**src/rtl/core/page_buffer_pool_manager_defines.svh**
```systemverilog
// Assertion macros for the page buffer pool manager.
// Used by the top level; no dependencies.
`ifndef PAGE_BUFFER_POOL_MANAGER_DEFINES_SVH
`define PAGE_BUFFER_POOL_MANAGER_DEFINES_SVH

// Assert that a condition implies a consequence in the same cycle.
`define PBPM_ASSERT_IMP(label, ante, cons) \
  label: assert property (@(posedge clk) disable iff (rst) (ante) |-> (cons)) \
    else $error("pbpm check failed");

// Assert that a condition implies a consequence in the next cycle.
`define PBPM_ASSERT_NEXT(label, ante, cons) \
  label: assert property (@(posedge clk) disable iff (rst) (ante) |=> (cons)) \
    else $error("pbpm check failed");

`endif

```
**src/rtl/core/pbpm_pkg.sv**
```systemverilog
// Shared types and constants of the page buffer pool manager.
// No dependencies.
`timescale 1ns / 1ps
package pbpm_pkg;
  localparam int FRAMES_DEF = 16;
  localparam int FILE_W = 10;
  localparam int PAGE_W = 24;
  localparam int PIN_W = 16;
  localparam logic [PIN_W-1:0] PIN_MAX = '1;

  typedef enum logic [2:0] {
    OP_GET = 3'd0, OP_ALLOC = 3'd1, OP_DIRTY = 3'd2, OP_UNPIN = 3'd3,
    OP_FLUSH = 3'd4, OP_FORCE = 3'd5, OP_CLEAR = 3'd6, OP_NONE = 3'd7
  } op_t;

  typedef enum logic [2:0] {
    ST_OK = 3'd0, ST_NOBUF = 3'd1, ST_INBUF = 3'd2, ST_NOTINBUF = 3'd3,
    ST_UNPINNED = 3'd4
  } status_t;

  typedef enum logic [2:0] {
    S_IDLE, S_SCAN, S_ACT, S_SWEEP, S_OUT
  } state_t;

  typedef struct packed {
    logic [2:0]        status;
    logic [3:0]        frame_index;
    logic              read_needed;
    logic              writeback_valid;
    logic [FILE_W-1:0] writeback_file;
    logic [PAGE_W-1:0] writeback_page;
    logic              last;
  } result_t;
endpackage

```
**src/rtl/core/pbpm_frame_mem.sv**
```systemverilog
// Frame table memory: file, page, pin count, dirty and valid per frame.
// Depends on pbpm_pkg. One write port, one registered read port.
`timescale 1ns / 1ps
module pbpm_frame_mem #(
  parameter int FRAMES = pbpm_pkg::FRAMES_DEF,
  parameter int AW = (FRAMES > 1) ? $clog2(FRAMES) : 1
) (
  input  logic                      clk,
  input  logic                      rst,
  input  logic [AW-1:0]             rd_addr,
  output logic [pbpm_pkg::FILE_W-1:0] rd_file,
  output logic [pbpm_pkg::PAGE_W-1:0] rd_page,
  output logic [pbpm_pkg::PIN_W-1:0]  rd_pin,
  output logic                      rd_dirty,
  output logic                      rd_valid,
  input  logic                      wr_en,
  input  logic [AW-1:0]             wr_addr,
  input  logic [pbpm_pkg::FILE_W-1:0] wr_file,
  input  logic [pbpm_pkg::PAGE_W-1:0] wr_page,
  input  logic [pbpm_pkg::PIN_W-1:0]  wr_pin,
  input  logic                      wr_dirty,
  input  logic                      wr_valid
);
  localparam int DW = pbpm_pkg::FILE_W + pbpm_pkg::PAGE_W;
  localparam int SW = pbpm_pkg::PIN_W + 2;
  logic [DW-1:0] mem_id [FRAMES];
  logic [SW-1:0] mem_st [FRAMES];
  logic [FRAMES-1:0] vld;
  logic [DW-1:0] id_q;
  logic [SW-1:0] st_q;
  logic          vld_q;

  always_ff @(posedge clk) begin
    if (wr_en) begin
      mem_id[wr_addr] <= {wr_file, wr_page};
      mem_st[wr_addr] <= {wr_pin, wr_dirty, wr_valid};
    end
    id_q <= mem_id[rd_addr];
    st_q <= mem_st[rd_addr];
  end

  always_ff @(posedge clk) begin
    if (rst) begin
      vld <= '0;
      vld_q <= 1'b0;
    end else begin
      if (wr_en) vld[wr_addr] <= 1'b1;
      vld_q <= vld[rd_addr];
    end
  end

  assign {rd_file, rd_page} = id_q;
  assign rd_pin   = vld_q ? st_q[SW-1:2] : '0;
  assign rd_dirty = vld_q & st_q[1];
  assign rd_valid = vld_q & st_q[0];
endmodule

```
**src/rtl/core/page_buffer_pool_manager.sv**
```systemverilog
// Page buffer pool manager: frame table with lookup, pin and writeback.
// Depends on pbpm_pkg, pbpm_frame_mem and the defines header.
//
// Usage: one operation beat enters on s_axis (tdata = operation, file_id,
// page_number). Each operation yields one or more result beats on m_axis;
// the final one has tlast set. Flush and clear give one beat for each dirty
// frame of the file before the final beat.
// Table walk: the frame table sits in a memory with a registered read, and
// every operation walks it one frame per cycle, unless a flush or clear
// holds the walk. After the walk, the table update is applied and the final
// beat is loaded into the output register. A flush or clear writeback beat
// that meets a full output register holds the walk until it drains, then
// re-reads the frame.
// A new operation is taken only once the previous one has delivered its
// final beat.
// Reset clears all valid marks at once (per-frame valid flops), so frames
// read as empty, unpinned and clean; no clearing pass is needed.
// When the receiver stalls, the result beat holds in the output register until
// it is taken; a flush or clear walk pauses there only on a dirty frame.
`timescale 1ns / 1ps
`include "page_buffer_pool_manager_defines.svh"
module page_buffer_pool_manager #(
  parameter int FRAMES = pbpm_pkg::FRAMES_DEF
) (
  input  logic        clk,
  input  logic        rst,
  input  logic        s_axis_tvalid,
  output logic        s_axis_tready,
  input  logic [39:0] s_axis_tdata,  // operation[2:0], file_id[12:3], page_number[36:13]
  output logic        m_axis_tvalid,
  input  logic        m_axis_tready,
  output logic [47:0] m_axis_tdata,  // status[2:0], frame_index[6:3], read_needed[7],
                                     // writeback_valid[8], writeback_file[18:9],
                                     // writeback_page[42:19]
  output logic        m_axis_tlast
);
  localparam int AW = $clog2(FRAMES + 1);
  localparam int IW = (FRAMES > 1) ? $clog2(FRAMES) : 1;
  localparam logic [AW-1:0] LASTF = AW'(FRAMES - 1);
  localparam int FW = pbpm_pkg::FILE_W;
  localparam int PW = pbpm_pkg::PAGE_W;
  localparam int NW = pbpm_pkg::PIN_W;

  pbpm_pkg::state_t state, state_next;
  logic [2:0]  op;
  logic [FW-1:0] fid;
  logic [PW-1:0] pg;
  logic [AW-1:0] ra, ra_next;
  logic          rv;          // read data belongs to frame ra_q
  logic [AW-1:0] ra_q;
  logic          hit_f, free_f;
  logic [AW-1:0] hit_i, free_i;
  logic [NW-1:0] hit_pin;
  logic          hit_dirty;

  logic [FW-1:0] m_file;
  logic [PW-1:0] m_page;
  logic [NW-1:0] m_pin;
  logic          m_dirty, m_valid;
  logic          we;
  logic [AW-1:0] wa;
  logic [FW-1:0] wf;
  logic [PW-1:0] wp;
  logic [NW-1:0] wn;
  logic          wd, wv;

  pbpm_pkg::result_t res, obuf;
  logic ovalid;
  logic emit;

  pbpm_frame_mem #(.FRAMES(FRAMES), .AW(IW)) u_mem (
    .clk, .rst, .rd_addr(ra[IW-1:0]), .rd_file(m_file), .rd_page(m_page),
    .rd_pin(m_pin), .rd_dirty(m_dirty), .rd_valid(m_valid), .wr_en(we),
    .wr_addr(wa[IW-1:0]), .wr_file(wf), .wr_page(wp), .wr_pin(wn), .wr_dirty(wd),
    .wr_valid(wv)
  );

  logic out_free;
  assign out_free = !ovalid || m_axis_tready;
  assign s_axis_tready = (state == pbpm_pkg::S_IDLE);

  logic mmatch;
  assign mmatch = rv && m_valid && m_file == fid && m_page == pg;
  logic fmatch;
  assign fmatch = rv && m_valid && m_file == fid;

  // hold the sweep on a dirty frame while the output register is full
  logic sweep_hold;
  assign sweep_hold = (state == pbpm_pkg::S_SWEEP) && fmatch && m_dirty && !out_free;
  logic issue;
  assign issue = (state == pbpm_pkg::S_SCAN || state == pbpm_pkg::S_SWEEP) &&
                 ra != AW'(FRAMES) && !sweep_hold;

  always_comb begin
    state_next = state;
    ra_next = ra;
    we = 1'b0; wa = ra_q; wf = m_file; wp = m_page; wn = m_pin; wd = m_dirty; wv = m_valid;
    res = '0;
    res.last = 1'b1;
    emit = 1'b0;
    unique case (state)
      pbpm_pkg::S_IDLE: begin
        if (s_axis_tvalid) begin
          ra_next = '0;
          if (s_axis_tdata[2:0] == pbpm_pkg::OP_FLUSH ||
              s_axis_tdata[2:0] == pbpm_pkg::OP_CLEAR)
            state_next = pbpm_pkg::S_SWEEP;
          else
            state_next = pbpm_pkg::S_SCAN;
        end
      end
      pbpm_pkg::S_SCAN: begin
        if (ra != AW'(FRAMES)) ra_next = ra + 1'b1;
        if (rv && ra_q == LASTF) state_next = pbpm_pkg::S_ACT;
      end
      pbpm_pkg::S_ACT: begin
        if (out_free) begin
          emit = 1'b1;
          state_next = pbpm_pkg::S_OUT;
          unique case (op)
            pbpm_pkg::OP_GET, pbpm_pkg::OP_ALLOC: begin
              if (hit_f) begin
                res.frame_index = 4'(hit_i);
                if (op == pbpm_pkg::OP_ALLOC) res.status = pbpm_pkg::ST_INBUF;
                else if (hit_pin != pbpm_pkg::PIN_MAX) begin
                  we = 1'b1; wa = hit_i; wf = fid; wp = pg;
                  wn = hit_pin + 1'b1; wd = hit_dirty; wv = 1'b1;
                end
              end else if (!free_f) begin
                res.status = pbpm_pkg::ST_NOBUF;
              end else begin
                we = 1'b1; wa = free_i; wf = fid; wp = pg; wn = NW'(1); wd = 1'b0; wv = 1'b1;
                res.frame_index = 4'(free_i);
                res.read_needed = (op == pbpm_pkg::OP_GET);
              end
            end
            pbpm_pkg::OP_DIRTY, pbpm_pkg::OP_UNPIN: begin
              if (!hit_f) res.status = pbpm_pkg::ST_NOTINBUF;
              else begin
                res.frame_index = 4'(hit_i);
                if (hit_pin == '0) res.status = pbpm_pkg::ST_UNPINNED;
                else begin
                  we = 1'b1; wa = hit_i; wf = fid; wp = pg; wv = 1'b1;
                  if (op == pbpm_pkg::OP_DIRTY) begin
                    wn = hit_pin; wd = 1'b1;
                  end else begin
                    wn = hit_pin - 1'b1;
                    wd = hit_dirty && (hit_pin != NW'(1));
                    if (hit_dirty && hit_pin == NW'(1)) begin
                      res.writeback_valid = 1'b1;
                      res.writeback_file = fid;
                      res.writeback_page = pg;
                    end
                  end
                end
              end
            end
            pbpm_pkg::OP_FORCE: begin
              if (hit_f) begin
                res.frame_index = 4'(hit_i);
                if (hit_dirty) begin
                  we = 1'b1; wa = hit_i; wf = fid; wp = pg; wn = hit_pin; wd = 1'b0;
                  wv = 1'b1;
                  res.writeback_valid = 1'b1;
                  res.writeback_file = fid;
                  res.writeback_page = pg;
                end
              end
            end
            default: ;
          endcase
        end
      end
      pbpm_pkg::S_SWEEP: begin
        // rv with a matching dirty frame stalls until the writeback beat fits
        if (sweep_hold) begin
          ra_next = ra_q;
        end else begin
          if (ra != AW'(FRAMES)) ra_next = ra + 1'b1;
          if (fmatch) begin
            we = 1'b1;
            wd = 1'b0;
            if (op == pbpm_pkg::OP_CLEAR) begin
              wn = '0; wv = 1'b0;
            end
            if (m_dirty) begin
              emit = 1'b1;
              res.last = 1'b0;
              res.frame_index = 4'(ra_q);
              res.writeback_valid = 1'b1;
              res.writeback_file = fid;
              res.writeback_page = m_page;
            end
          end
          if (rv && ra_q == LASTF) state_next = pbpm_pkg::S_ACT;
        end
      end
      pbpm_pkg::S_OUT: begin
        if (out_free) state_next = pbpm_pkg::S_IDLE;
      end
      default: state_next = pbpm_pkg::S_IDLE;
    endcase
  end

  always_ff @(posedge clk) begin
    if (rst) begin
      state <= pbpm_pkg::S_IDLE;
      ra <= '0;
      rv <= 1'b0;
      ovalid <= 1'b0;
    end else begin
      state <= state_next;
      ra <= ra_next;
      rv <= issue;
      if (emit) ovalid <= 1'b1;
      else if (m_axis_tready) ovalid <= 1'b0;
    end
  end

  always_ff @(posedge clk) begin
    if (state == pbpm_pkg::S_IDLE) begin
      op <= s_axis_tdata[2:0];
      fid <= s_axis_tdata[12:3];
      pg <= s_axis_tdata[36:13];
      hit_f <= 1'b0;
      free_f <= 1'b0;
    end
    ra_q <= ra;
    if (state == pbpm_pkg::S_SCAN && rv) begin
      if (mmatch && !hit_f) begin
        hit_f <= 1'b1; hit_i <= ra_q; hit_pin <= m_pin; hit_dirty <= m_dirty;
      end
      if (m_pin == '0 && !free_f) begin
        free_f <= 1'b1; free_i <= ra_q;
      end
    end
    if (emit) obuf <= res;
  end

  assign m_axis_tvalid = ovalid;
  assign m_axis_tlast = obuf.last;
  assign m_axis_tdata = {5'd0, obuf.writeback_page, obuf.writeback_file,
                         obuf.writeback_valid, obuf.read_needed, obuf.frame_index,
                         obuf.status};

  `PBPM_ASSERT_IMP(a_busy_no_accept, state != pbpm_pkg::S_IDLE, !s_axis_tready)
  `PBPM_ASSERT_IMP(a_emit_room, emit, !ovalid || m_axis_tready)
  `PBPM_ASSERT_NEXT(a_out_hold, m_axis_tvalid && !m_axis_tready, m_axis_tvalid)
  `PBPM_ASSERT_IMP(a_idle_drained, state == pbpm_pkg::S_IDLE && s_axis_tvalid,
                   !emit)
endmodule

```
**config.mk**
```make
export PLATFORM = sky130hd
export DESIGN_NAME = page_buffer_pool_manager
export DESIGN_NICKNAME = d
export VERILOG_FILES = /design/src/rtl/core/pbpm_pkg.sv /design/src/rtl/core/pbpm_frame_mem.sv /design/src/rtl/core/page_buffer_pool_manager.sv
export VERILOG_INCLUDE_DIRS = /design/src /design/src/rtl/core
export SDC_FILE = /design/constraint.sdc
export NUM_CORES = 1
export LEC_CHECK = 0
export BUFFER_PORTS_ARGS = -buffer_cell sky130_fd_sc_hd__buf_2
export CORE_UTILIZATION = 40
export CTS_BUF_LIST = sky130_fd_sc_hd__clkbuf_8
export CTS_CLUSTER_SIZE = 20
export DETAILED_ROUTE_END_ITERATION = 16
export MAX_ROUTING_LAYER = met4
export PLACE_DENSITY = 0.67
export SLEW_MARGIN = 20
export SYNTH_ARGS = -nofsm -noshare
export SYNTH_HDL_FRONTEND = slang
export SYNTH_SLANG_ARGS = --single-unit
export TNS_END_PERCENT = 5
```
**constraint.sdc**
```tcl
create_clock -name clk -period 7.3 [get_ports clk]
set_clock_uncertainty 0.05 [all_clocks]
set_input_delay 1.095 -clock clk [delete_from_list [all_inputs] [get_ports clk]]
set_output_delay 1.095 -clock clk [all_outputs]
set_load 0.005 [all_outputs]
```
==> parameters.txt <==
Parameter                              Value

Outcome
  Result of the run    finished, final reports clean

Synthesis
  Distinct cells, synth    between 70 and 80
  Synthesized flop and latch total    1024
  Number of enable-type register cells in the synthesized netlist    938
  Async SR Flop Fraction    0%
  Average cell area after synthesis    19.76 um^2
  Portion of the post-synthesis area used by sequential elements    73.74%
  Area of the mapped netlist    40530 um^2
  Yosys synthesis warning count    0
  Post-synth top flop    edfxtp_1
  Gate Count Post-Synth    2051

Routing
  Violation count after the first detailed-route iteration    2241
  Length of the first detailed-routing pass in iterations    6
  Ratio of routed vias to standard cells    5.683
  Routed WL    99.41 mm
  Wire length per cell after detailed routing    26.63 um
  Detailed-route via count    21215
  Final antenna-violating net count    0
  Residual DRC    0

Global routing
  Global Route Usage Sum    20.03%
  Number of antenna violations at the first check in global routing    7
  Met1 Resource Use GR    26.95%
  Remaining Overflow, GRT    0
  Highest-utilization routing layer at the global route stage    met2
  Met2 usage in global routing    between 30% and 40%
  Pin count of the biggest net entering global routing    160
  Met3 layer usage reported by global route    3.814%
  Global-route wire length before repair    144.9 mm
  Number of global-route vias before repair    21689

STA
  Setup TNS Final    0 ps
  Worst-Margin Slew    1354 ps
  Final Hold Vio Count    0
  Setup violation total in the final timing report    0
  Final Max Tran Viols    0
  Post-route setup slack    2314 ps
  Max-slew headroom at the worst pin    under 10%
  Share of the clock period used by the worst path    68.30%
  Maximum clock frequency    200.6 MHz
  Setup repair after global routing missed its margin    false
  Post-route minimum period    4986 ps

Worst setup path
  Count of buffering cells on the critical path with inverters included    2
  Endpoint type of the worst setup path    flip-flop
  Worst Setup Path Type    flip-flop to flip-flop
  Endpoint required time on the critical path    7740 ps
  Startpoint class of the critical path    flip-flop
  Worst stage delay on the critical path    ~690 ps
  Critical path's top delay family    simple AND/OR/NAND/NOR gates
  Crit-path slowest cell    nor2_4
  Worst path arrival time    5420 ps
  Crit-path cells    inv_1, ha_1, or3b_2, or4_4, o211ai_2, nand2b_1, a2111o_1, nand2_1, nor2_4, buf_4
  Maximum fanout along the worst path    17

Clocking
  Clock sink total    around 1000
  CTS tree    done
  Maximum buffer depth of the clock tree    3
  Buffers inserted during post-CTS setup optimization    0
  Inserted Clock Buffers    158
  Post-CTS resize count    0
  Count of H-tree levels built during CTS    4
  Reg clk slew, reported paths    70 ps
  Count of hold buffers inserted by post-cts repair    0
  Clock latency on the worst-skew pair    840 ps
  Root Buffer Master    clkbuf_8

Placement
  Area after detailed placement    42880 um^2
  RePlAce Congestion    0.9391
  Detailed Place HPWL    about 55 mm
  Number of placed cells counting well taps    between 3000 and 4000
  Dpl ws    2077 ps
  Quantity of I/O buffers inserted on ports    86

Cells and area
  Ratio of cells with drive above 1 in the final layout    approximately 29%
  Core occupancy in the finished layout    45.93%
  Filler-free cell count of the finished design    3733
  Final net count    about 2300
  Post-layout instance area    46070 um^2
  Layout Area Growth over Synthesis    13.65%

Hold path
  Class of the tightest hold or removal check    flip-flop to flip-flop

Pwr
  Max IR drop VDD    0.1965 mV
  Switching power share of the total    23.11%
  Internal Power    approximately 9.3 mW
  Seq pwr share    55.2%
  Reported net switching power    2.810 mW
  Relative contribution of combinational cells to total power    6.6%
  Clk pwr share    38.3%
  Leakage component of the power    approximately 15 nW
  Areal power density over the cells    approximately 260 nW/um^2

Floorplan
  Initial standard-cell utilization of the core    40.42%
  Die Span Y    320.3 um
  I/O pin count    between 90 and 100
  Floorplan die area    102600 um^2
  DIE WIDTH    roughly 320 um
  Core Box Area    about 100000 um^2
  Cell Rows    116

Run
  Max-cap violations    0
-- worst reg2reg max path, cell delays in order (launching register included) --
cell	delay (ps)
edfxtp_1	520
inv_1	190
ha_1	160
or3b_2	470
or4_4	500
o211ai_2	360
nand2b_1	640
a2111o_1	350
nand2_1	250
nor2_4	690
buf_4	440
-- routing by layer --
layer  wire (um)  share of wire, %
met5           0                 0
met2       47430                48
met4        2686               2.7
met3        7510               7.6
met1       41780                42
-- placed cells by master (no fill, tap or decap), drive strengths merged, types with 28 or more instances in the layout --
cell	instances
nor2	81
o21ai	34
o22ai	28
buf	143
nand2	59
edfxtp	938
xor2	33
dfxtp	86
inv	120
clkinv	37
clkbuf	174
mux4	265
-- per-stage QoR --
stage	power [mW]	hold slack (ps)
2_1_floorplan	7.322	302.9
3_3_place_gp	7.600	314.3
3_5_place_dp	7.628	324.8
4_1_cts	12.25	300.5
5_1_grt	12.55	333.8
6_report	12.16	335.6
-- flip-flops by register name (all words and copies together) (netlist names), 3 cells and up --
name          flops
state             3
u_mem.id_q       34
op                3
pg               24
ra                5
u_mem.st_q       18
m_axis_tdata     43
fid              10
u_mem.vld        16
u_mem.mem_st    288
ra_q              5
free_i            4
u_mem.mem_id    544
hit_i             4
hit_pin          16
-- Yosys cell counts (all sizes together) (4+ instances only) --
cell,number,share of area [%]
a22o,27,0.58
o22ai,28,0.63
nand2b,4,0.062
mux2i,16,0.40
nor3,23,0.28
o21ai,34,0.42
a21o,7,0.13
and2,6,0.093
or2,4,0.062
nor2b,22,0.34
mux4,265,15
a21oi,27,0.33
or4,7,0.15
nand2,59,0.55
or3b,4,0.086
nand4,11,0.17
a221oi,6,0.13
a31oi,22,0.34
clkbuf,72,0.67
dfxtp,86,4.2
nor2,81,0.77
nand3,20,0.25
inv,48,0.44
o221ai,6,0.13
o211ai,11,0.23
or3,8,0.16
xnor2,4,0.086
xor2,33,0.71
buf,43,0.57
mux2,18,0.50
nor4,19,0.31
a22oi,27,0.50
ha,6,0.19
a221o,5,0.12
nor3b,4,0.074
edfxtp,938,69
-- power by group through the flow --
| stage | combinational (mW) | sequential, mW | clock (mW) |
|---|---|---|---|
| 3_5_place_dp | 0.799 | 6.83 | 0 |
| 2_1_floorplan | 0.571 | 6.75 | 0 |
| 3_3_place_gp | 0.775 | 6.83 | 0 |
| 4_1_cts | 0.802 | 6.71 | 4.74 |
| 6_report | 0.799 | 6.71 | 4.65 |
| 5_1_grt | 0.859 | 6.72 | 4.97 |
-- final timing paths --
| path | startpoint | to | slack [ps] | depth (start not counted) |
|---|---|---|---|---|
| max | hit_pin[0] | u_mem.mem_id[12][9] | 2310 | 10 |
| min | ra[4] | ra_q[4] | 340 | 0 |
| max reg2reg | hit_pin[0] | u_mem.mem_id[12][9] | 2310 | 10 |
| min reg2reg | ra[4] | ra_q[4] | 340 | 0 |
-- cell type report --
cell class | count | area (um^2)
Sequential cell | 1024 | 29900
Antenna cell | 3 | 7.507
Fill cell | 8377 | 54220
Tap cell | 1357 | 1698
Clock buffer | 172 | 2367
Clock inverter | 116 | 740.7
Inverter | 49 | 183.9
Multi-Input combinational cell | 867 | 10150
Timing Repair Buffer | 145 | 1011
-- cell families (layout without fill, tap and decap cells) --
kind of cell | after synthesis | count (layout) | synth area share, %
DFF | 1024 | 1024 | 73.74
buffers and inverters | 164 | 482 | 1.695
xor gates and xnor gates | 37 | 37 | 0.7995
muxes | 299 | 299 | 15.62
adders and majority gates | 6 | 6 | 0.1852
other | 1 | 8 | 0.009252
and+or+nand+nor | 284 | 284 | 3.599
AOI/OAI and AO/OA | 236 | 236 | 4.355
Note: power is estimated with default switching activity, not from simulation.
